$ cat src/sv/ddo_pkg.sv
package ddo_pkg;

	localparam int CFG_IDX_W = 1;
	localparam logic [CFG_IDX_W-1:0] CFG_MPC = 1'b0;
	localparam logic [CFG_IDX_W-1:0] CFG_ITW = 1'b1;

	localparam logic [23:0] MPC_RESET = 24'd21083;
	localparam logic [23:0] ITW_RESET = 24'd133747;

	localparam int TWO_PI_Q = 411775;
	localparam int PI_Q = 205887;
	localparam int HALF_PI_Q = 102944;
	localparam int CORDIC_GAIN = 652032874;
	localparam int USEC = 1000000;

	// Remainder by two pi: 2^21 mod TWO_PI_Q folds the bits above bit 20 back in.
	localparam logic [15:0] REM_FOLD_K = 16'd38277;
	localparam logic [3:0] REM_FOLDS = 4'd6;
	localparam logic [3:0] REM_LAST = 4'd8;

	localparam logic signed [63:0] MAX32 = 64'sd2147483647;
	localparam logic signed [63:0] MIN32 = -64'sd2147483648;

	typedef struct packed {
		logic signed [15:0] left_count;
		logic signed [15:0] right_count;
		logic [23:0] elapsed_us;
	} req_t;

	typedef struct packed {
		logic signed [31:0] pos_x;
		logic signed [31:0] pos_y;
		logic signed [19:0] heading;
		logic signed [31:0] lin_velocity;
		logic signed [31:0] ang_velocity;
	} res_t;

	// Steps of the per-request sequence, in execution order.
	typedef enum logic [3:0] {
		OP_SUMQ,
		OP_DIFFQ,
		OP_TURN,
		OP_HALF_RED,
		OP_COS_HALF,
		OP_TRIG_OLD,
		OP_U,
		OP_DX,
		OP_DY,
		OP_HEAD,
		OP_TRIG_NEW,
		OP_WQ,
		OP_WTH,
		OP_VQ,
		OP_V,
		OP_VX
	} op_t;

	typedef enum logic [1:0] {
		ST_IDLE,
		ST_CALC,
		ST_EMIT
	} state_t;

	typedef struct packed {
		op_t op;
		logic go;
		logic load_in;
		logic load_out;
	} cmd_t;

	function automatic logic [15:0] atan_q16(input logic [3:0] i);
		logic [15:0] r;
		case (i)
			4'd0: r = 16'd51472;
			4'd1: r = 16'd30386;
			4'd2: r = 16'd16055;
			4'd3: r = 16'd8150;
			4'd4: r = 16'd4091;
			4'd5: r = 16'd2047;
			4'd6: r = 16'd1024;
			4'd7: r = 16'd512;
			4'd8: r = 16'd256;
			4'd9: r = 16'd128;
			4'd10: r = 16'd64;
			4'd11: r = 16'd32;
			4'd12: r = 16'd16;
			4'd13: r = 16'd8;
			4'd14: r = 16'd4;
			4'd15: r = 16'd2;
			default: r = 16'd0;
		endcase
		return r;
	endfunction

	function automatic logic signed [31:0] sat32(input logic signed [63:0] v);
		logic signed [31:0] r;
		if (v > MAX32) begin
			r = 32'sh7FFFFFFF;
		end else if (v < MIN32) begin
			r = 32'sh80000000;
		end else begin
			r = v[31:0];
		end
		return r;
	endfunction

	// Saturate by the sign of a value: positive limit, negative limit or zero.
	function automatic logic signed [31:0] sat_sign(input logic neg, input logic nz);
		logic signed [31:0] r;
		if (!nz) begin
			r = 32'sd0;
		end else if (neg) begin
			r = 32'sh80000000;
		end else begin
			r = 32'sh7FFFFFFF;
		end
		return r;
	endfunction

endpackage

$ cat src/sv/ddo_ctrl.sv
module ddo_ctrl import ddo_pkg::*; (
	input logic clk,
	input logic arst_n,
	input logic req_valid,
	output logic req_stall,
	output logic res_valid,
	input logic res_stall,
	input logic done,
	output cmd_t cmd
);

	state_t state_q, state_d;
	op_t op_q, op_d;
	logic issued_q, issued_d;
	logic res_valid_q, res_valid_d;

	always_ff @(posedge clk or negedge arst_n) begin
		if (!arst_n) begin
			state_q <= ST_IDLE;
			op_q <= OP_SUMQ;
			issued_q <= 1'b0;
			res_valid_q <= 1'b0;
		end else begin
			state_q <= state_d;
			op_q <= op_d;
			issued_q <= issued_d;
			res_valid_q <= res_valid_d;
		end
	end

	always_comb begin
		state_d = state_q;
		op_d = op_q;
		issued_d = issued_q;
		res_valid_d = res_valid_q;
		cmd.op = op_q;
		cmd.go = 1'b0;
		cmd.load_in = 1'b0;
		cmd.load_out = 1'b0;
		if (res_valid_q && !res_stall) begin
			res_valid_d = 1'b0;
		end
		case (state_q)
			ST_IDLE: begin
				if (req_valid) begin
					cmd.load_in = 1'b1;
					op_d = OP_SUMQ;
					issued_d = 1'b0;
					state_d = ST_CALC;
				end
			end
			ST_CALC: begin
				cmd.go = !issued_q;
				if (!issued_q) begin
					issued_d = 1'b1;
				end else if (done) begin
					issued_d = 1'b0;
					if (op_q == OP_VX) begin
						state_d = ST_EMIT;
					end else begin
						op_d = op_t'(4'(op_q) + 4'd1);
					end
				end
			end
			ST_EMIT: begin
				if (!res_valid_q || !res_stall) begin
					cmd.load_out = 1'b1;
					res_valid_d = 1'b1;
					state_d = ST_IDLE;
				end
			end
			default: state_d = ST_IDLE;
		endcase
	end

	assign req_stall = (state_q != ST_IDLE);
	assign res_valid = res_valid_q;

	a_go_in_calc: assert property (@(posedge clk) disable iff (!arst_n)
		cmd.go |-> state_q == ST_CALC)
		else $error("unit started outside the calculation phase");

	a_no_overwrite: assert property (@(posedge clk) disable iff (!arst_n)
		cmd.load_out |-> (!res_valid_q || !res_stall))
		else $error("result register overwritten while held");

	a_start_seq: assert property (@(posedge clk) disable iff (!arst_n)
		(state_q == ST_IDLE && req_valid) |=> (state_q == ST_CALC && op_q == OP_SUMQ))
		else $error("accepted request did not start the sequence");

endmodule

$ cat config.mk
export PLATFORM = sky130hd
export DESIGN_NAME = ddo_ctrl
export DESIGN_NICKNAME = d
export VERILOG_FILES = /design/src/sv/ddo_pkg.sv /design/src/sv/ddo_ctrl.sv
export SDC_FILE = /design/constraint.sdc
export NUM_CORES = 1
export LEC_CHECK = 0
export ABC_CLOCK_PERIOD_IN_PS = 2000
export BUFFER_PORTS_ARGS = -buffer_cell sky130_fd_sc_hd__buf_2
export CAP_MARGIN = 5
export CORE_AREA = 5 5 42 44
export CTS_CLUSTER_DIAMETER = 30
export DETAILED_ROUTE_END_ITERATION = 12
export DIE_AREA = 0 0 47 49
export MAX_ROUTING_LAYER = met4
export PLACE_DENSITY = 0.62
export SLEW_MARGIN = 20
export SYNTH_ARGS = -nofsm -noshare
export SYNTH_HDL_FRONTEND = slang
export SYNTH_SLANG_ARGS = --single-unit
$ cat constraint.sdc
create_clock -name clk -period 2 [get_ports clk]
set_clock_uncertainty 0.15 [all_clocks]
set_input_delay 0.1 -clock clk [delete_from_list [all_inputs] [get_ports clk]]
set_output_delay 0.1 -clock clk [all_outputs]
set_load 0.05 [all_outputs]
==> flow_summary.json, run 1 <==
{
  "rows": 14,
  "viasPerCell": 4.80,
  "p_total_uw": 955,
  "cts_max_level": 1,
  "max-slew-margin-rel_pct": 79.2,
  "synth_top_family_by_area": "simple AND/OR/NAND/NOR gates",
  "yosysUniqueCellTypes": 22,
  "clock_sinks": 8,
  "synth-compound-area-share_pct": 14.2,
  "worstRegToRegCells": 4,
  "start_kind": "flip-flop",
  "core_um2": 1400,
  "area_growth_pct": 32.4,
  "maxSlewViolCount": 0,
  "start_util_pct": 30.3,
  "p_leak_uw": 0.000286,
  "io_buffers": 13,
  "die_area_um2": 2300,
  "ir_worst_vdd_mv": 0.672,
  "clk_pin_slew_ns": 0.05,
  "syn_inst": 41,
  "wirelength_um": 925,
  "cp-startpoint": "state_q[0]",
  "fp.dieW_um": 47,
  "postCtsSetupBuffers": 0,
  "grt_pass1_vias": 382,
  "drt_iter0_markers": 7,
  "reg2reg_from": "op_q[0]",
  "ios": 14,
  "worstMarginPinSlew_ns": 0.312,
  "arrival_ns": 1.53,
  "synth_xor_area_share_pct": 0,
  "syn_area_um2": 424,
  "max_cap_viol_count": 0,
  "cts_max_path_buffers": 2,
  "crit_type": "reg -> out",
  "antenna_found_initial": 0,
  "synthesis.nets": 47,
  "fp.dieH_um": 49,
  "end_kind": "primary output",
  "r2r_slack_ns": 0.35,
  "finalSetupTns_ns": 0,
  "drc_errors": 0,
  "finalCritPeriodShare_pct": 89.2,
  "yosysWarnings": 0,
  "synthSimpleGateAreaFrac_pct": 32.4,
  "cts_tree": "built",
  "seq_area_frac_synth_pct": 47.2,
  "ys_ff_latch": 8,
  "finalNetCount": 68,
  "min_period_ns": 1.78,
  "postCtsHoldBufs": 3,
  "syn_avg_cell_area_um2": 10.3,
  "final-hold-violation-count": 0,
  "status": "finished, final reports clean",
  "drive_gt1_share_pct": 31.7,
  "final_core_util_pct": 40.1,
  "path_max_fanout": 9,
  "gr-total-overflow": 0,
  "grt_use_total_pct": 10.2,
  "hp-class": "in -> async",
  "synth-adder-area-share_pct": 2.95,
  "numCtsBuffers": 3,
  "finalHoldWorstSlack_ns": 0.0770,
  "gp_congestion": 0.810,
  "grt_pass1_wl_mm": 1.67,
  "grt_max_degree": 10,
  "setup_viol": 0,
  "first_pass_iters": 4,
  "avgRoutedWirePerCell_um": 12.2,
  "dr_total_vias": 365,
  "p_per_area_nw_per_um2": 1700,
  "synth_mux_area_share_pct": 2.36,
  "cp.required_ns": 1.75,
  "fmax_mhz": 561,
  "clockRootBuffer": "clkbuf_4",
  "r2r-end": "op_q[2]",
  "diodes": 0,
  "dp_hpwl_um": 675,
  "ant_nets": 0,
  "clock_latency_ns": 0.25,
  "post_cts_resize_count": 0,
  "rsz0062_at_grt": "false"
}
## final cells by class
cell class / instances / area (µm²)
inverter: 1 / 3.75
fill: 140 / 840
sequential: 8 / 200
tap: 16 / 20.0
multi-input combinational: 32 / 220
timing repair buffer: 16 / 95.1
clock buffer: 3 / 22.5
## flip-flops by register name, summed over array words and instances (netlist names)
name	count
issued_q	1
op_q	4
state_q	2
res_valid	1
## synthesized netlist by cell type, drive strengths merged
master,instances,share of area [%]
nor3,2,2.4
nor3b,2,4.7
a211o,2,4.1
ha,1,2.9
inv,1,0.88
mux2i,1,2.4
nand2,7,6.2
or2,1,1.5
nor2,1,0.88
nor2b,3,4.4
nand4b,1,2.1
o21ai,1,1.2
and3,3,4.4
a21oi,1,1.2
a221o,1,2.4
o2bb2ai,1,3.5
and4b,1,3.2
nand2b,1,1.5
nand3,1,1.2
o21a,1,1.8
dfrtp,8,47
## kinds of logic (layout without fill, tap and decap cells)
| kind of cell | Yosys count | after routing |
|---|---|---|
| simple gates | 23 | 23 |
| compound gates | 7 | 7 |
| buf+inv | 1 | 20 |
| mux | 1 | 1 |
| flops | 8 | 8 |
| fa+ha+maj | 1 | 1 |
## worst max-delay path, stage by stage (launching register included)
cell and delay (ns):
dfrtp_1 0.51, nor2b_1 0.34, nor2b_1 0.17, buf_2 0.27
## worst max path at each step
stage	endpoint	slack [ns]	cells past startpoint
5_1_grt	cmd[2]	0.11	3
3_5_place_dp	op_q[2]	0.37	4
6_report	cmd[2]	0.22	3
3_3_place_gp	op_q[2]	0.41	4
4_1_cts	cmd[2]	0.22	3
2_1_floorplan	op_q[2]	0.01	3
## through the flow
stage / area (µm²) / worst slack, ns / cells
final: 562 / 0.217 / 76
after global routing: 562 / 0.112 / 76
after CTS: 562 / 0.221 / 76
after detailed placement: 509 / 0.366 / 70
after global placement: 509 / 0.411 / 70
after floorplan: 424 / 0.0146 / 41
## power by group
| part | internal [µW] | switching [µW] |
|---|---|---|
| clock | 68.4 | 51.5 |
| combinational | 171 | 357 |
| sequential | 222 | 85.0 |
## cell usage in the layout (no fill, tap or decap)
cell type,netlist,layout
buf_2,0,13
dfrtp_1,8,8
nand2_1,7,7
nor2b_1,3,3
and3_1,3,3
clkbuf_4,0,3
dlygate4sd3_1,0,3
nor3_1,2,2
a211o_1,2,2
or2_1,1,1
nor3b_2,1,1
nand2b_1,1,1
a21oi_1,1,1
inv_1,1,1
and4b_4,1,1
o2bb2ai_2,1,1
mux2i_1,1,1
nor2_1,1,1
nand4b_1,1,1
nor3b_1,1,1
a221o_1,1,1
o21a_1,1,1
o21ai_0,1,1
nand3_1,1,1
ha_1,1,1
## per-layer routing
layer	share of wire [%]	global-route usage [%]
met1	46	13.8
met3	7.0	2.58
met4	1.8	5.53
met2	45	13.6
met5	0	-
Note: power is estimated with default switching activity, not from simulation.
==> run 2: changes to the inputs <==
- ABC_CLOCK_PERIOD_IN_PS: 2000 -> unset
- PLACE_DENSITY: 0.62 -> 0.64
- clock period: 2 -> 1.5 ns (I/O delays scaled with it)
==> run 2 against run 1 <==
Net effect:
- via count rose by 18%
- cell area rose by 32%
- non-clock buffer count up 12
- first-iteration DRC count is 14% lower
- count of clock-buffer cells in the layout increased by 1
- combinational power grew 99%
- critical path depth unchanged
- core utilization up 13 points
- register-to-register slack worse by 0.33 ns
- critical endpoint is now op_q[2]
==> flow_summary.json, run 2 (synthesis results as in run 1) <==
{
  "max-slew-margin-rel_pct": 81.8,
  "die_area_um2": 2300,
  "fillers": 133,
  "wl_met2_um": 534,
  "multi_input_area_um2": 275,
  "grt_pass1_vias": 445,
  "dp_slack_ns": -0.0221,
  "clk_pin_slew_ns": 0.06,
  "finalCritPeriodShare_pct": 98.8,
  "gp_congestion": 0.789,
  "place_inst": 77,
  "largestRegisters": "op_q x4, state_q x2",
  "mostFrequentLayoutCells": "buf_2 (10), buf_4 (10), nand2_1 (7), buf_6 (5)",
  "largest_reg_flops": 4,
  "ant_nets": 0,
  "status": "finished, final reports clean",
  "dr_total_vias": 430,
  "drc_errors": 0,
  "min_period_ns": 1.48,
  "worstRegToRegCells": 3,
  "cp.required_ns": 1.49,
  "area_growth_pct": 74.9,
  "p_leak_uw": 0.000361,
  "p_comb_share_pct": 65.1,
  "rsz0062_at_grt": "true",
  "core_um2": 1400,
  "wirelength_mm": 1.08,
  "rows": 14,
  "clock_latency_ns": 0.26,
  "placed_area_um2": 578,
  "finalNetCount": 80,
  "drive_gt1_share_pct": 56.2,
  "final-hold-violation-count": 0,
  "switching_share_pct": 46.2,
  "final_cells": 89,
  "ios": 14,
  "clock_sinks": 8,
  "viasPerCell": 4.83,
  "gr-total-overflow": 0,
  "finalSetupTns_ns": 0,
  "arrival_ns": 1.47,
  "p_sw_uw": 743,
  "clockRootBuffer": "clkbuf_4",
  "worstMarginPinSlew_ns": 0.272,
  "maxSlewViolCount": 0,
  "cts_max_level": 1,
  "fp.dieH_um": 49,
  "grt_max_degree": 9,
  "routed.top_layer": "met4",
  "grt_pass1_wl_mm": 1.79,
  "antenna_found_initial": 0,
  "cts_max_path_buffers": 2,
  "end_kind": "flip-flop",
  "io_buffers": 13,
  "fin_ws_ns": 0.0187,
  "start_util_pct": 30.3,
  "fmax_mhz": 675,
  "path_max_fanout": 6,
  "cts_tree": "built",
  "start_kind": "flip-flop",
  "final_core_util_pct": 52.9,
  "numCtsBuffers": 3,
  "ir_worst_vdd_mv": 0.905,
  "dp_hpwl_um": 770,
  "fp.dieW_um": 47,
  "hp-class": "in -> async",
  "first_pass_iters": 3,
  "diodes": 0,
  "avgRoutedWirePerCell_um": 12.1,
  "drt_iter0_markers": 6,
  "p_per_area_nw_per_um2": 2170,
  "dr_wl_met3_um": 42,
  "register_area_um2": 205,
  "top_register": "op_q",
  "crit_type": "reg -> reg",
  "p_clk_share_pct": 11.4,
  "wl_met1_um": 487,
  "max_cap_viol_count": 0,
  "power_frac_seq_pct": 23.4,
  "grt_use_total_pct": 10.9,
  "setup_viol": 0,
  "intPower_uw": 866,
  "design_area_um2": 742
}
==> run 2: final cells by class <==
type,instances,share of cell area [%]
timing repair buffer,28,28.5
multi-input combinational,32,37.1
inverter,1,0.506
clock buffer,4,3.54
tap,16,2.70
sequential,8,27.7
==> run 2: critical path: stages (launching register included) <==
cell and delay (ns):
dfrtp_2 0.46, and4b_4 0.38, o2bb2ai_4 0.07, a221o_1 0.31
==> run 2: routing by layer <==
metal | track usage (%) | up-vias
met2 | 15.6 | 11
met3 | 2.21 | 2
met5 | - | -
li1 | - | 213
met1 | 14.0 | 204
met4 | 5.53 | 0
==> run 2: repair_timing <==
item,in CTS,in global routing
resized for setup,11,5
hold endpoints to repair,11,0
setup endpoints to repair,6,7
setup buffers,2,3
hold buffers,3,0
==> run 2: power by group through the flow <==
stage / clock (µW) / sequential [µW] / combinational [µW]
floorplan: 0 / 576 / 401
global placement: 0 / 374 / 877
detailed placement: 0 / 375 / 885
CTS: 189 / 375 / 999
global route: 199 / 392 / 1120
finish: 184 / 377 / 1050
==> run 2: path summary, 6_finish.rpt <==
| kind | from | end | slack [ns] |
|---|---|---|---|
| hold reg to reg | op_q[3] | op_q[3] | 0.42 |
| max in group asynchronous | arst_n | state_q[1] | 0.97 |
| min in group clk | req_valid | op_q[3] | 0.24 |
| setup reg to reg | state_q[1] | op_q[2] | 0.02 |
| hold / removal | arst_n | op_q[3] | 0.04 |
| setup / recovery | state_q[1] | op_q[2] | 0.02 |
==> run 2: through the flow <==
| stage | hold slack [ns] | power (µW) |
|---|---|---|
| after global routing | 0.0552 | 1710 |
| after global placement | -0.220 | 1250 |
| after floorplan | -0.371 | 977 |
| after CTS | 0.0342 | 1560 |
| after detailed placement | -0.217 | 1260 |
| final | 0.0380 | 1610 |
==> run 3: changes to the inputs <==
- PLACE_DENSITY: 0.64 -> unset
==> run 3 against run 2 <==
Net effect:
- the flow now finishes with violations (setup timing)
- die area stayed put
- register-to-register slack got worse by 0.03 ns
- cell count down 1.1%
- flip-flop and latch count is the same
- critical path depth increased by 2
- non-clock buffer count is 1 lower
- setup slack got worse by 0.028 ns
- combinational power is essentially flat
- cell area fell by 5.1%
- highest routed layer unchanged
- count of clock-buffer cells in the layout stayed put
==> flow_summary.json, run 3 (synthesis results as in run 1) <==
{
  "drc_errors": 0,
  "arrival_ns": 1.54,
  "min_period_ns": 1.51,
  "dp_slack_ns": -0.0229,
  "cp.required_ns": 1.53,
  "worstRegToRegCells": 5,
  "dr_total_vias": 423,
  "rows": 14,
  "maxSlewViolCount": 0,
  "p_sw_uw": 727,
  "register_area_um2": 205,
  "fp.dieH_um": 49,
  "worstMarginPinSlew_ns": 0.253,
  "p_comb_share_pct": 64.9,
  "slowest_stage": "dfrtp_2",
  "finalCritPeriodShare_pct": 101,
  "gr-total-overflow": 0,
  "first_pass_iters": 4,
  "fin_ws_ns": -0.00940,
  "top_register": "op_q",
  "worst_path_most_repeated_cell": "buf_4",
  "clock_sinks": 8,
  "grt_pass1_wl_mm": 1.81,
  "start_kind": "flip-flop",
  "setup_viol": 1,
  "ant_nets": 0,
  "finalNetCount": 79,
  "p_leak_uw": 0.000346,
  "intPower_uw": 854,
  "numCtsBuffers": 3,
  "final-hold-violation-count": 0,
  "multi_input_area_um2": 250,
  "worstPathCellList": "buf_4, and4b_4, o2bb2ai_2, buf_4, mux2i_1",
  "grt_max_degree": 9,
  "cts_max_path_buffers": 2,
  "power_frac_seq_pct": 23.5,
  "hp-class": "in -> async",
  "end_kind": "flip-flop",
  "largest_reg_flops": 4,
  "clk_pin_slew_ns": 0.06,
  "largestRegisters": "op_q x4, state_q x2",
  "grt_use_total_pct": 11.4,
  "rsz0062_at_grt": "true",
  "area_growth_pct": 66.1,
  "max_cap_viol_count": 0,
  "fp.dieW_um": 47,
  "path_max_fanout": 4,
  "cts_max_level": 1,
  "ios": 14,
  "finalSetupTns_ns": -0.00940,
  "crit_type": "reg -> reg",
  "die_area_um2": 2300,
  "grt_pass1_vias": 408,
  "antenna_found_initial": 0,
  "max-slew-margin-rel_pct": 83.3,
  "p_per_area_nw_per_um2": 2250,
  "mostFrequentLayoutCell": "buf_4",
  "switching_share_pct": 46.0,
  "critPathMaxStageDelay_ns": 0.44,
  "diodes": 0,
  "drt_iter0_markers": 13,
  "core_um2": 1400,
  "avgRoutedWirePerCell_um": 12.3,
  "cts_tree": "built",
  "gp_congestion": 0.752,
  "drive_gt1_share_pct": 55.6,
  "violations": "setup timing",
  "clock_latency_ns": 0.26,
  "io_buffers": 13,
  "wirelength_mm": 1.09,
  "dp_hpwl_um": 753,
  "fillers": 129,
  "start_util_pct": 30.3,
  "ir_worst_vdd_mv": 0.993,
  "viasPerCell": 4.81,
  "fmax_mhz": 663,
  "clockRootBuffer": "clkbuf_4",
  "p_clk_share_pct": 11.6,
  "status": "finished, violations left",
  "mostFrequentLayoutCells": "buf_4 (12), buf_2 (9), nand2_1 (7), dfrtp_1 (4), dfrtp_2 (4)"
}
[run 3: routing by layer]
| metal | vias to the layer above | part of all wire [%] | track usage, % |
|---|---|---|---|
| li1 | 209 | - | - |
| met1 | 199 | 46 | 13.7 |
| met2 | 10 | 47 | 15.6 |
| met3 | 5 | 3.4 | 3.32 |
| met4 | 0 | 3.2 | 8.29 |
| met5 | - | 0 | - |
[run 3: worst paths after layout]
kind	end	slack [ns]	start
hold / removal	op_q[0]	0.04	arst_n
min in group clk	state_q[1]	0.16	done
setup reg to reg	op_q[1]	-0.009	state_q[0]
setup / recovery	op_q[1]	-0.009	state_q[0]
max in group asynchronous	state_q[0]	0.97	arst_n
hold reg to reg	res_valid	0.39	res_valid
[run 3: power by group through the flow]
stage / Clock [µW] / Sequential (µW) / Combinational, µW
3_3_place_gp: 0 / 374 / 901
4_1_cts: 191 / 370 / 987
6_report: 183 / 371 / 1030
3_5_place_dp: 0 / 372 / 901
2_1_floorplan: 0 / 576 / 401
5_1_grt: 204 / 381 / 1100
[run 3: per-stage QoR]
step                power [µW]  util [%]  hold WS [ns]  area (µm²)  std cells
floorplan                  977         -        -0.371         440         41
global placement          1270      41.8        -0.220         586         78
detailed placement        1270      41.8        -0.218         586         78
CTS                       1550      49.1        0.0362         688         87
global route              1690      50.3        0.0630         704         88
finish                    1580      50.3        0.0404         704         88
[run 3: what timing repair did]
item,in CTS,in global routing
hold buffers,3,0
hold endpoints to repair,11,0
resized for setup,9,5
setup buffers,2,1
pin swaps,0,1
setup endpoints to repair,5,6
[run 3: worst max-delay path: cells and delay by family (launching register included)]
family	cells	cell delay, ns
mux	1	0.16
flops	1	0.44
simple gates	1	0.18
buf+inv	2	0.30
compound gates	1	0.20
[run 3: area by class of cell]
type / count / area share, %
inverters: 1 / 0.533
repair buffers: 27 / 28.2
well taps: 16 / 2.84
multi-input cells: 32 / 35.5
flip-flops and latches: 8 / 29.1
clock buffers: 4 / 3.73
