===== src/sv/ddo_pkg.sv =====
package ddo_pkg;

	localparam int CFG_IDX_W = 1;
	localparam logic [CFG_IDX_W-1:0] CFG_MPC = 1'b0;
	localparam logic [CFG_IDX_W-1:0] CFG_ITW = 1'b1;

	localparam logic [23:0] MPC_RESET = 24'd21083;
	localparam logic [23:0] ITW_RESET = 24'd133747;

	localparam int TWO_PI_Q = 411775;
	localparam int PI_Q = 205887;
	localparam int HALF_PI_Q = 102944;
	localparam int CORDIC_GAIN = 652032874;
	localparam int USEC = 1000000;

	// Remainder by two pi: 2^21 mod TWO_PI_Q folds the bits above bit 20 back in.
	localparam logic [15:0] REM_FOLD_K = 16'd38277;
	localparam logic [3:0] REM_FOLDS = 4'd6;
	localparam logic [3:0] REM_LAST = 4'd8;

	localparam logic signed [63:0] MAX32 = 64'sd2147483647;
	localparam logic signed [63:0] MIN32 = -64'sd2147483648;

	typedef struct packed {
		logic signed [15:0] left_count;
		logic signed [15:0] right_count;
		logic [23:0] elapsed_us;
	} req_t;

	typedef struct packed {
		logic signed [31:0] pos_x;
		logic signed [31:0] pos_y;
		logic signed [19:0] heading;
		logic signed [31:0] lin_velocity;
		logic signed [31:0] ang_velocity;
	} res_t;

	// Steps of the per-request sequence, in execution order.
	typedef enum logic [3:0] {
		OP_SUMQ,
		OP_DIFFQ,
		OP_TURN,
		OP_HALF_RED,
		OP_COS_HALF,
		OP_TRIG_OLD,
		OP_U,
		OP_DX,
		OP_DY,
		OP_HEAD,
		OP_TRIG_NEW,
		OP_WQ,
		OP_WTH,
		OP_VQ,
		OP_V,
		OP_VX
	} op_t;

	typedef enum logic [1:0] {
		ST_IDLE,
		ST_CALC,
		ST_EMIT
	} state_t;

	typedef struct packed {
		op_t op;
		logic go;
		logic load_in;
		logic load_out;
	} cmd_t;

	function automatic logic [15:0] atan_q16(input logic [3:0] i);
		logic [15:0] r;
		case (i)
			4'd0: r = 16'd51472;
			4'd1: r = 16'd30386;
			4'd2: r = 16'd16055;
			4'd3: r = 16'd8150;
			4'd4: r = 16'd4091;
			4'd5: r = 16'd2047;
			4'd6: r = 16'd1024;
			4'd7: r = 16'd512;
			4'd8: r = 16'd256;
			4'd9: r = 16'd128;
			4'd10: r = 16'd64;
			4'd11: r = 16'd32;
			4'd12: r = 16'd16;
			4'd13: r = 16'd8;
			4'd14: r = 16'd4;
			4'd15: r = 16'd2;
			default: r = 16'd0;
		endcase
		return r;
	endfunction

	function automatic logic signed [31:0] sat32(input logic signed [63:0] v);
		logic signed [31:0] r;
		if (v > MAX32) begin
			r = 32'sh7FFFFFFF;
		end else if (v < MIN32) begin
			r = 32'sh80000000;
		end else begin
			r = v[31:0];
		end
		return r;
	endfunction

	// Saturate by the sign of a value: positive limit, negative limit or zero.
	function automatic logic signed [31:0] sat_sign(input logic neg, input logic nz);
		logic signed [31:0] r;
		if (!nz) begin
			r = 32'sd0;
		end else if (neg) begin
			r = 32'sh80000000;
		end else begin
			r = 32'sh7FFFFFFF;
		end
		return r;
	endfunction

endpackage


===== src/sv/ddo_mul.sv =====
module ddo_mul import ddo_pkg::*; (
	input logic clk,
	input logic arst_n,
	input logic start,
	input logic signed [43:0] a,
	input logic signed [35:0] b,
	output logic done,
	output logic signed [79:0] p
);

	logic [43:0] amag;
	logic [35:0] bmag;
	logic [79:0] mc_q;
	logic [79:0] acc_q;
	logic [35:0] mp_q;
	logic neg_q;
	logic busy_q;
	logic done_q;
	logic [5:0] cnt_q;

	assign amag = a[43] ? 44'(-a) : 44'(a);
	assign bmag = b[35] ? 36'(-b) : 36'(b);

	// One multiplier bit per cycle, shift and add on magnitudes.
	always_ff @(posedge clk or negedge arst_n) begin
		if (!arst_n) begin
			busy_q <= 1'b0;
			done_q <= 1'b0;
			cnt_q <= '0;
		end else begin
			done_q <= 1'b0;
			if (start) begin
				busy_q <= 1'b1;
				cnt_q <= '0;
			end else if (busy_q) begin
				cnt_q <= cnt_q + 6'd1;
				if (cnt_q == 6'd35) begin
					busy_q <= 1'b0;
					done_q <= 1'b1;
				end
			end
		end
	end

	always_ff @(posedge clk) begin
		if (start) begin
			neg_q <= a[43] ^ b[35];
			mc_q <= 80'(amag);
			mp_q <= bmag;
			acc_q <= '0;
		end else if (busy_q) begin
			if (mp_q[0]) begin
				acc_q <= acc_q + mc_q;
			end
			mc_q <= {mc_q[78:0], 1'b0};
			mp_q <= {1'b0, mp_q[35:1]};
		end
	end

	assign done = done_q;
	assign p = neg_q ? -$signed(acc_q) : $signed(acc_q);

endmodule


===== src/sv/ddo_div.sv =====
module ddo_div import ddo_pkg::*; (
	input logic clk,
	input logic arst_n,
	input logic start,
	input logic signed [63:0] n,
	input logic signed [24:0] d,
	output logic done,
	output logic signed [63:0] q
);

	logic [63:0] nmag;
	logic [23:0] dmag;
	logic [63:0] nq_q;
	logic [24:0] rem_q;
	logic [23:0] dmag_q;
	logic [24:0] trial;
	logic qneg_q;
	logic busy_q;
	logic done_q;
	logic [5:0] cnt_q;

	assign nmag = n[63] ? 64'(-n) : 64'(n);
	assign dmag = d[24] ? 24'(-d) : 24'(d);
	assign trial = {rem_q[23:0], nq_q[63]};

	always_ff @(posedge clk or negedge arst_n) begin
		if (!arst_n) begin
			busy_q <= 1'b0;
			done_q <= 1'b0;
			cnt_q <= '0;
		end else begin
			done_q <= 1'b0;
			if (start) begin
				busy_q <= 1'b1;
				cnt_q <= '0;
			end else if (busy_q) begin
				cnt_q <= cnt_q + 6'd1;
				if (cnt_q == 6'd63) begin
					busy_q <= 1'b0;
					done_q <= 1'b1;
				end
			end
		end
	end

	// Restoring division, one quotient bit per cycle; truncating signs.
	always_ff @(posedge clk) begin
		if (start) begin
			nq_q <= nmag;
			rem_q <= '0;
			dmag_q <= dmag;
			qneg_q <= n[63] ^ d[24];
		end else if (busy_q) begin
			if (trial >= {1'b0, dmag_q}) begin
				rem_q <= trial - {1'b0, dmag_q};
				nq_q <= {nq_q[62:0], 1'b1};
			end else begin
				rem_q <= trial;
				nq_q <= {nq_q[62:0], 1'b0};
			end
		end
	end

	assign done = done_q;
	assign q = qneg_q ? -$signed(nq_q) : $signed(nq_q);

endmodule

// Truncated remainder by two pi. Six folding steps bring the magnitude below
// about 2.2 million, then three compare and subtract steps by four, two and
// one times two pi finish it; the sign follows the dividend.
module ddo_rem import ddo_pkg::*; (
	input logic clk,
	input logic arst_n,
	input logic start,
	input logic signed [43:0] n,
	output logic done,
	output logic signed [19:0] r
);

	logic [43:0] nmag;
	logic [43:0] acc_q;
	logic [38:0] fold_hi;
	logic [43:0] fold;
	logic [43:0] sub_k;
	logic [43:0] acc_d;
	logic neg_q;
	logic busy_q;
	logic done_q;
	logic [3:0] cnt_q;

	assign nmag = n[43] ? 44'(-n) : 44'(n);
	assign fold_hi = acc_q[43:21] * REM_FOLD_K;
	assign fold = 44'(fold_hi) + 44'(acc_q[20:0]);

	always_comb begin
		case (cnt_q)
			4'd6: sub_k = 44'(TWO_PI_Q) << 2;
			4'd7: sub_k = 44'(TWO_PI_Q) << 1;
			default: sub_k = 44'(TWO_PI_Q);
		endcase
		if (cnt_q < REM_FOLDS) begin
			acc_d = fold;
		end else if (acc_q >= sub_k) begin
			acc_d = acc_q - sub_k;
		end else begin
			acc_d = acc_q;
		end
	end

	always_ff @(posedge clk or negedge arst_n) begin
		if (!arst_n) begin
			busy_q <= 1'b0;
			done_q <= 1'b0;
			cnt_q <= '0;
		end else begin
			done_q <= 1'b0;
			if (start) begin
				busy_q <= 1'b1;
				cnt_q <= '0;
			end else if (busy_q) begin
				cnt_q <= cnt_q + 4'd1;
				if (cnt_q == REM_LAST) begin
					busy_q <= 1'b0;
					done_q <= 1'b1;
				end
			end
		end
	end

	always_ff @(posedge clk) begin
		if (start) begin
			acc_q <= nmag;
			neg_q <= n[43];
		end else if (busy_q) begin
			acc_q <= acc_d;
		end
	end

	assign done = done_q;
	assign r = neg_q ? -$signed(acc_q[19:0]) : $signed(acc_q[19:0]);

endmodule


===== src/sv/ddo_cordic.sv =====
module ddo_cordic import ddo_pkg::*; (
	input logic clk,
	input logic arst_n,
	input logic start,
	input logic signed [19:0] angle,
	output logic done,
	output logic signed [32:0] cos_o,
	output logic signed [32:0] sin_o
);

	logic signed [20:0] r0;
	logic signed [20:0] r1;
	logic signed [20:0] rf;
	logic negf;
	logic signed [32:0] x_q;
	logic signed [32:0] y_q;
	logic signed [20:0] z_q;
	logic signed [32:0] xs;
	logic signed [32:0] ys;
	logic signed [20:0] at;
	logic neg_q;
	logic busy_q;
	logic done_q;
	logic [3:0] cnt_q;

	// Fold the angle into the range of plus or minus half pi.
	always_comb begin
		r0 = 21'(angle);
		if (r0 > 21'(PI_Q)) begin
			r1 = r0 - 21'(TWO_PI_Q);
		end else if (r0 < -21'(PI_Q)) begin
			r1 = r0 + 21'(TWO_PI_Q);
		end else begin
			r1 = r0;
		end
		negf = 1'b0;
		rf = r1;
		if (r1 > 21'(HALF_PI_Q)) begin
			rf = r1 - 21'(PI_Q);
			negf = 1'b1;
		end else if (r1 < -21'(HALF_PI_Q)) begin
			rf = r1 + 21'(PI_Q);
			negf = 1'b1;
		end
	end

	assign xs = x_q >>> cnt_q;
	assign ys = y_q >>> cnt_q;
	assign at = 21'(atan_q16(cnt_q));

	always_ff @(posedge clk or negedge arst_n) begin
		if (!arst_n) begin
			busy_q <= 1'b0;
			done_q <= 1'b0;
			cnt_q <= '0;
		end else begin
			done_q <= 1'b0;
			if (start) begin
				busy_q <= 1'b1;
				cnt_q <= '0;
			end else if (busy_q) begin
				cnt_q <= cnt_q + 4'd1;
				if (cnt_q == 4'd15) begin
					busy_q <= 1'b0;
					done_q <= 1'b1;
				end
			end
		end
	end

	always_ff @(posedge clk) begin
		if (start) begin
			x_q <= 33'(CORDIC_GAIN);
			y_q <= '0;
			z_q <= rf;
			neg_q <= negf;
		end else if (busy_q) begin
			if (z_q >= 0) begin
				x_q <= x_q - ys;
				y_q <= y_q + xs;
				z_q <= z_q - at;
			end else begin
				x_q <= x_q + ys;
				y_q <= y_q - xs;
				z_q <= z_q + at;
			end
		end
	end

	assign done = done_q;
	assign cos_o = neg_q ? -x_q : x_q;
	assign sin_o = neg_q ? -y_q : y_q;

endmodule


===== src/sv/ddo_dp.sv =====
module ddo_dp import ddo_pkg::*; (
	input logic clk,
	input logic arst_n,
	input cmd_t cmd,
	input req_t req_data,
	input logic cfg_we,
	input logic [CFG_IDX_W-1:0] cfg_index,
	input logic [23:0] cfg_data,
	output res_t res_data,
	output logic done
);

	logic [23:0] mpc_q;
	logic [23:0] itw_q;
	logic signed [31:0] pose_x_q;
	logic signed [31:0] pose_y_q;
	logic signed [19:0] pose_h_q;
	logic signed [15:0] last_l_q;
	logic signed [15:0] last_r_q;
	req_t req_q;
	res_t res_q;

	logic signed [32:0] dist_q;
	logic signed [33:0] t1_q;
	logic signed [41:0] turn_q;
	logic signed [19:0] rh_q;
	logic signed [32:0] ch_q;
	logic signed [32:0] co_q;
	logic signed [32:0] so_q;
	logic signed [35:0] u_q;
	logic signed [35:0] dx_q;
	logic signed [35:0] dy_q;
	logic signed [19:0] hd_q;
	logic signed [18:0] c16_q;
	logic signed [63:0] wq_q;
	logic signed [63:0] vq_q;
	logic signed [63:0] v_q;
	logic signed [31:0] wth_q;
	logic signed [31:0] vx_q;

	logic signed [16:0] dl;
	logic signed [16:0] dr;
	logic dt_zero;

	logic mul_start;
	logic signed [43:0] mul_a;
	logic signed [35:0] mul_b;
	logic mul_done;
	logic signed [79:0] mul_p;

	logic div_start;
	logic signed [63:0] div_n;
	logic signed [24:0] div_d;
	logic div_done;
	logic signed [63:0] div_q;

	logic rem_start;
	logic signed [43:0] rem_n;
	logic rem_done;
	logic signed [19:0] rem_r;

	logic cor_start;
	logic signed [19:0] cor_a;
	logic cor_done;
	logic signed [32:0] cor_c;
	logic signed [32:0] cor_s;

	logic signed [63:0] px_sum;
	logic signed [63:0] py_sum;
	logic v_ovf;

	assign dl = 17'(req_q.left_count) - 17'(last_l_q);
	assign dr = 17'(req_q.right_count) - 17'(last_r_q);
	assign dt_zero = (req_q.elapsed_us == 24'd0);
	assign px_sum = 64'(pose_x_q) + 64'(dx_q);
	assign py_sum = 64'(pose_y_q) + 64'(dy_q);
	assign v_ovf = (v_q > MAX32) || (v_q < MIN32);

	always_comb begin
		mul_start = cmd.go && (cmd.op inside {OP_SUMQ, OP_DIFFQ, OP_TURN, OP_U, OP_DX,
			OP_DY, OP_WQ, OP_VQ});
		div_start = cmd.go && (cmd.op inside {OP_WTH, OP_V, OP_VX});
		rem_start = cmd.go && (cmd.op inside {OP_HALF_RED, OP_HEAD});
		cor_start = cmd.go && (cmd.op inside {OP_COS_HALF, OP_TRIG_OLD, OP_TRIG_NEW});
		mul_a = '0;
		mul_b = '0;
		div_n = '0;
		div_d = '0;
		rem_n = '0;
		cor_a = '0;
		case (cmd.op)
			OP_SUMQ: begin
				mul_a = 44'(18'(dl) + 18'(dr));
				mul_b = $signed(36'(mpc_q));
			end
			OP_DIFFQ: begin
				mul_a = 44'(18'(dr) - 18'(dl));
				mul_b = $signed(36'(mpc_q));
			end
			OP_TURN: begin
				mul_a = 44'(t1_q);
				mul_b = $signed(36'(itw_q));
			end
			OP_HALF_RED: rem_n = 44'(turn_q >>> 1);
			OP_COS_HALF: cor_a = rh_q;
			OP_TRIG_OLD: cor_a = pose_h_q;
			OP_U: begin
				mul_a = 44'(dist_q);
				mul_b = 36'(ch_q);
			end
			OP_DX: begin
				mul_a = 44'(u_q);
				mul_b = 36'(co_q);
			end
			OP_DY: begin
				mul_a = 44'(u_q);
				mul_b = 36'(so_q);
			end
			OP_HEAD: rem_n = 44'(pose_h_q) + 44'(turn_q);
			OP_TRIG_NEW: cor_a = hd_q;
			OP_WQ: begin
				mul_a = 44'(turn_q);
				mul_b = 36'(USEC);
			end
			OP_WTH: begin
				div_n = wq_q;
				div_d = $signed({1'b0, req_q.elapsed_us});
			end
			OP_VQ: begin
				mul_a = 44'(dx_q);
				mul_b = 36'(USEC);
			end
			OP_V: begin
				div_n = vq_q;
				div_d = $signed({1'b0, req_q.elapsed_us});
			end
			OP_VX: begin
				div_n = $signed({v_q[47:0], 16'd0});
				div_d = 25'(c16_q);
			end
			default: ;
		endcase
	end

	assign done = mul_done | div_done | rem_done | cor_done;

	ddo_mul u_mul (
		.clk(clk), .arst_n(arst_n), .start(mul_start), .a(mul_a), .b(mul_b),
		.done(mul_done), .p(mul_p)
	);

	ddo_div u_div (
		.clk(clk), .arst_n(arst_n), .start(div_start), .n(div_n), .d(div_d),
		.done(div_done), .q(div_q)
	);

	ddo_rem u_rem (
		.clk(clk), .arst_n(arst_n), .start(rem_start), .n(rem_n),
		.done(rem_done), .r(rem_r)
	);

	ddo_cordic u_cordic (
		.clk(clk), .arst_n(arst_n), .start(cor_start), .angle(cor_a),
		.done(cor_done), .cos_o(cor_c), .sin_o(cor_s)
	);

	// Architectural state: configuration, pose and last counts.
	always_ff @(posedge clk or negedge arst_n) begin
		if (!arst_n) begin
			mpc_q <= MPC_RESET;
			itw_q <= ITW_RESET;
			pose_x_q <= '0;
			pose_y_q <= '0;
			pose_h_q <= '0;
			last_l_q <= '0;
			last_r_q <= '0;
		end else begin
			if (cfg_we) begin
				case (cfg_index)
					CFG_MPC: mpc_q <= cfg_data;
					CFG_ITW: itw_q <= cfg_data;
					default: ;
				endcase
			end
			if (rem_done && cmd.op == OP_HEAD) begin
				pose_x_q <= sat32(px_sum);
				pose_y_q <= sat32(py_sum);
				pose_h_q <= rem_r;
				last_l_q <= req_q.left_count;
				last_r_q <= req_q.right_count;
			end
		end
	end

	always_ff @(posedge clk) begin
		if (cmd.load_in) begin
			req_q <= req_data;
		end
		if (mul_done) begin
			case (cmd.op)
				OP_SUMQ: dist_q <= mul_p[41:9];
				OP_DIFFQ: t1_q <= mul_p[41:8];
				OP_TURN: turn_q <= mul_p[57:16];
				OP_U: u_q <= mul_p[65:30];
				OP_DX: dx_q <= mul_p[65:30];
				OP_DY: dy_q <= mul_p[65:30];
				OP_WQ: wq_q <= mul_p[63:0];
				OP_VQ: vq_q <= mul_p[63:0];
				default: ;
			endcase
		end
		if (rem_done) begin
			case (cmd.op)
				OP_HALF_RED: rh_q <= rem_r;
				OP_HEAD: hd_q <= rem_r;
				default: ;
			endcase
		end
		if (div_done) begin
			case (cmd.op)
				OP_WTH: begin
					if (dt_zero) begin
						wth_q <= sat_sign(turn_q[41], turn_q != '0);
					end else begin
						wth_q <= sat32(div_q);
					end
				end
				OP_V: v_q <= div_q;
				OP_VX: begin
					if (dt_zero || c16_q == '0) begin
						vx_q <= sat_sign(dx_q[35], dx_q != '0);
					end else if (v_ovf) begin
						vx_q <= sat_sign(v_q[63] != c16_q[18], 1'b1);
					end else begin
						vx_q <= sat32(div_q);
					end
				end
				default: ;
			endcase
		end
		if (cor_done) begin
			case (cmd.op)
				OP_COS_HALF: ch_q <= cor_c;
				OP_TRIG_OLD: begin
					co_q <= cor_c;
					so_q <= cor_s;
				end
				OP_TRIG_NEW: c16_q <= cor_c[32:14];
				default: ;
			endcase
		end
		if (cmd.load_out) begin
			res_q.pos_x <= pose_x_q;
			res_q.pos_y <= pose_y_q;
			res_q.heading <= hd_q;
			res_q.lin_velocity <= vx_q;
			res_q.ang_velocity <= wth_q;
		end
	end

	assign res_data = res_q;

endmodule


===== config.mk =====
export PLATFORM = sky130hd
export DESIGN_NAME = ddo_dp
export DESIGN_NICKNAME = d
export VERILOG_FILES = /design/src/sv/ddo_pkg.sv /design/src/sv/ddo_mul.sv /design/src/sv/ddo_div.sv /design/src/sv/ddo_cordic.sv /design/src/sv/ddo_dp.sv
export SDC_FILE = /design/constraint.sdc
export NUM_CORES = 2
export LEC_CHECK = 0
export ABC_AREA = 1
export BUFFER_PORTS_ARGS = -buffer_cell sky130_fd_sc_hd__buf_2
export CORE_ASPECT_RATIO = 2
export CORE_MARGIN = 3
export CORE_UTILIZATION = 65
export CTS_BUF_LIST = sky130_fd_sc_hd__clkbuf_8
export CTS_CLUSTER_DIAMETER = 30
export DETAILED_ROUTE_END_ITERATION = 7
export HOLD_SLACK_MARGIN = 0.1
export PLACE_DENSITY = 0.84
export SYNTH_ARGS = -nofsm -noshare
export SYNTH_HDL_FRONTEND = slang
export SYNTH_SLANG_ARGS = --single-unit

===== constraint.sdc =====
create_clock -name clk -period 9.6 [get_ports clk]
set_clock_uncertainty 0.2 [all_clocks]
set_input_delay 1.44 -clock clk [delete_from_list [all_inputs] [get_ports clk]]
set_output_delay 1.44 -clock clk [all_outputs]
set_load 0.02 [all_outputs]

==> flow_metrics.tcl <==
set metrics [dict create \
    ys_seq_elements 1442 \
    ys_types 77 \
    period_share_pct 84.32 \
    core_region_area_um2 151900 \
    tightest_slew_ns 1.521 \
    cp_max_fo 44 \
    holdPathStages 0 \
    grt_start_max_net_pins 161 \
    synth-seq-area-share_pct 40.66 \
    holdWs_ns 0.2174 \
    cp-start-kind "flip-flop" \
    numCtsBuffers 226 \
    outcome "complete, but fails checks" \
    drt_iter0_drc 10700 \
    cts_tree "done" \
    dieWidth_um 283.1 \
    synth_area_per_cell_um2 8.045 \
    cp_slowest_cell "a21boi_0" \
    fillers 11888 \
    cts.repair.resized 0 \
    rows 202 \
    cp_cell_sequence "buf_4 -> o21ai_0 -> o21ai_0 -> mux2i_1 -> mux2i_1 -> nand2_1 -> nor2_1 -> nand3_1 -> nor2_1 -> nand2_1 -> nor3_1 -> inv_1 -> nand2_1 -> xor2_1 -> ha_1 -> a21oi_1 -> inv_1 -> a31oi_1 -> nand2_1 -> a21boi_0 -> o21ai_0 -> xor2_1 -> o21ai_0 -> inv_1" \
    die_height_um 560.1 \
    synth_nets 13238 \
    ys_async_sr_fraction_pct 13.31 \
    area_growth_pct 8.123 \
    end_kind "flip-flop" \
    drv_cap 3 \
    postCtsHoldBufs 0 \
    clk-insertion-delay-late_ns 1.01 \
    yosys_warnings 0 \
    reg2reg_depth 24 \
    grt_antenna_before_repair 37 \
    slew_headroom_pct -2.120 \
    fp.dieArea_um2 158600 \
    fin_nets 13458 \
    fin_tns_setup_ns 0 \
    drtAntennaViolNets 0 \
    drc_errors 3 \
    crit_path_max_incr_delay_ns 0.90 \
    finalSetupViolCount 0 \
    vias_per_cell 6.377 \
    worstSetupPathType "reg -> reg" \
    cp_data_required_time_ns 10.31 \
    num_vias 94787 \
    drive_gt1_share_pct 7.550 \
    hold_viol_final 0 \
    synth_cells 12405 \
    hold_class "reg -> reg" \
    violations "DRC, capacitance limit, slew limit" \
    initial_core_util_pct 65.70 \
    place_congestion 1.123 \
    fin_crit_ns 8.095 \
    drv_slew 8 \
    mostFrequentLayoutCells "nand2_1, inv_1, nor2_1, edfxtp_1, o21ai_0" \
    grt_pass1_vias 95641 \
    mostFrequentLayoutCell "nand2_1" \
    synth_flop_cell "edfxtp_1" \
    clk_path_buf_depth 4 \
    drt-pass1-iter-count 8 \
    overflow 0 \
    ioPinCount 240 \
    clk_pin_slew_worst_paths_ns 0.07 \
    grt_pass1_wl_mm 558.3 \
    wl_per_cell_um 25.35 \
    htreeDepth 4 \
    routed_wl_mm 376.9 \
    cts.sinks 1442 \
    synth_edf_count 1072 \
    cts-root-buf "clkbuf_8" \
    fmax_mhz 123.5 \
    io_buffers 239 \
    post_cts_buffers 0 \
    grt_setup_unrepaired "no" \
    netlist_area_um2 99800 \
    grt.total_usage_pct 46.48 \
    crit_arrival_ns 8.81 \
    dp_hpwl_mm 284.4 \
]
critical path, delay by kind of cell (launching register included):
| family | cells | cell delay [ns] |
|---|---|---|
| compound gates | 7 | 2.89 |
| xor+xnor | 2 | 0.35 |
| fa+ha+maj | 1 | 0.33 |
| buf+inv | 4 | 0.76 |
| flops | 1 | 0.85 |
| mux | 2 | 1.03 |
| simple gates | 8 | 1.60 |
per-stage QoR:
stage / instance area [µm²] / cells / setup slack (ns) / utilization, %
floorplan: 99800 / 12405 / 3.125 / -
detailed placement: 103200 / 14437 / 2.621 / 67.94
global placement: 103200 / 14437 / 2.707 / 67.94
global route: 107900 / 14852 / 1.441 / 71.02
finish: 107900 / 14865 / 1.505 / 71.04
CTS: 107800 / 14848 / 2.550 / 71.00
synth_stat cells (24+ instances only):
cell | instances | area, µm²
nand2_1 | 2826 | 10610
inv_1 | 1595 | 5987
nor2_1 | 1114 | 4182
edfxtp_1 | 1072 | 32190
o21ai_0 | 972 | 4865
a21oi_1 | 880 | 4404
ha_1 | 620 | 7757
xor2_1 | 485 | 4248
nand3_1 | 468 | 2342
clkbuf_1 | 256 | 960.9
dfxtp_1 | 178 | 3563
dfrtp_1 | 176 | 4404
nor3_1 | 176 | 880.8
xnor2_1 | 163 | 1428
nand4_1 | 140 | 875.8
fa_1 | 122 | 2442
a31oi_1 | 94 | 588.1
or2_2 | 86 | 538.0
nor4_1 | 82 | 513.0
o211ai_1 | 77 | 578.1
mux2i_1 | 56 | 560.5
o22ai_1 | 51 | 319.1
a221oi_1 | 47 | 411.6
a21boi_0 | 43 | 322.8
buf_1 | 42 | 157.7
buf_2 | 40 | 200.2
a21o_1 | 36 | 270.3
o21a_1 | 33 | 247.7
a22o_1 | 30 | 262.8
o21bai_1 | 30 | 225.2
inv_2 | 28 | 105.1
a2bb2oi_1 | 27 | 236.5
o21ai_1 | 25 | 125.1
o31ai_1 | 25 | 187.7
nand2_2 | 24 | 150.1
final timing paths:
kind	from	to	slack (ns)
max in group asynchronous	arst_n	pose_h_q[9]$_DFFE_PN0P_	6.66
max reg2reg	u_cordic.cnt_q[0]$_DFFE_PN0P_	u_cordic.x_q[31]$_SDFFE_PP0P_	1.51
min	wth_q[19]$_DFFE_PP_	res_data[19]$_DFFE_PP_	0.22
max	u_cordic.cnt_q[0]$_DFFE_PN0P_	u_cordic.x_q[31]$_SDFFE_PP0P_	1.51
min in group asynchronous	arst_n	u_div.cnt_q[5]$_DFFE_PN0P_	0.24
min reg2reg	wth_q[19]$_DFFE_PP_	res_data[19]$_DFFE_PP_	0.22
logic make-up (layout without fill, tap and decap cells):
family	count (synthesis)	count (layout)	share of synthesized area [%]
xor+xnor	648	648	5.687
other cells	1	18	0.003758
flops	1442	1442	40.66
compound gates	2497	2497	14.18
simple gates	5025	5025	21.02
buf+inv	1994	2397	7.670
mux	56	56	0.5617
fa+ha+maj	742	742	10.22
layer usage:
layer	wire length [µm]	track usage, %	vias up	share of wire, %
met1	110100	43.11	43640	29
li1	-	-	42142	-
met2	179400	79.03	6327	48
met4	52500	51.65	40	14
met3	34660	11.32	2638	9.2
met5	250	0.03012	-	0.066
registers in the layout, indices dropped and copies added (netlist names), 34 cells and up:
signal	count
wq_q	64
u_rem.acc_q	44
u_mul.acc_q	66
vq_q	64
u_mul.mc_q	66
dy_q	36
u_mul.mp_q	36
req_q	56
dx_q	36
v_q	64
turn_q	42
res_data	148
u_div.nq_q	64
t1_q	34
u_q	36
layout make-up:
class	instances	area (µm²)	area share, %
multi-input cells	8969	51870	48.08
clock inverters	171	1350	1.251
repair buffers	350	2058	1.907
flip-flops and latches	1442	40580	37.61
inverters	1636	6141	5.691
diodes	17	42.54	0.03943
clock buffers	240	3303	3.061
well taps	2040	2552	2.366
Power is not shown: default switching activity piles up to over one toggle a cycle in this logic, so the estimate is an artifact.
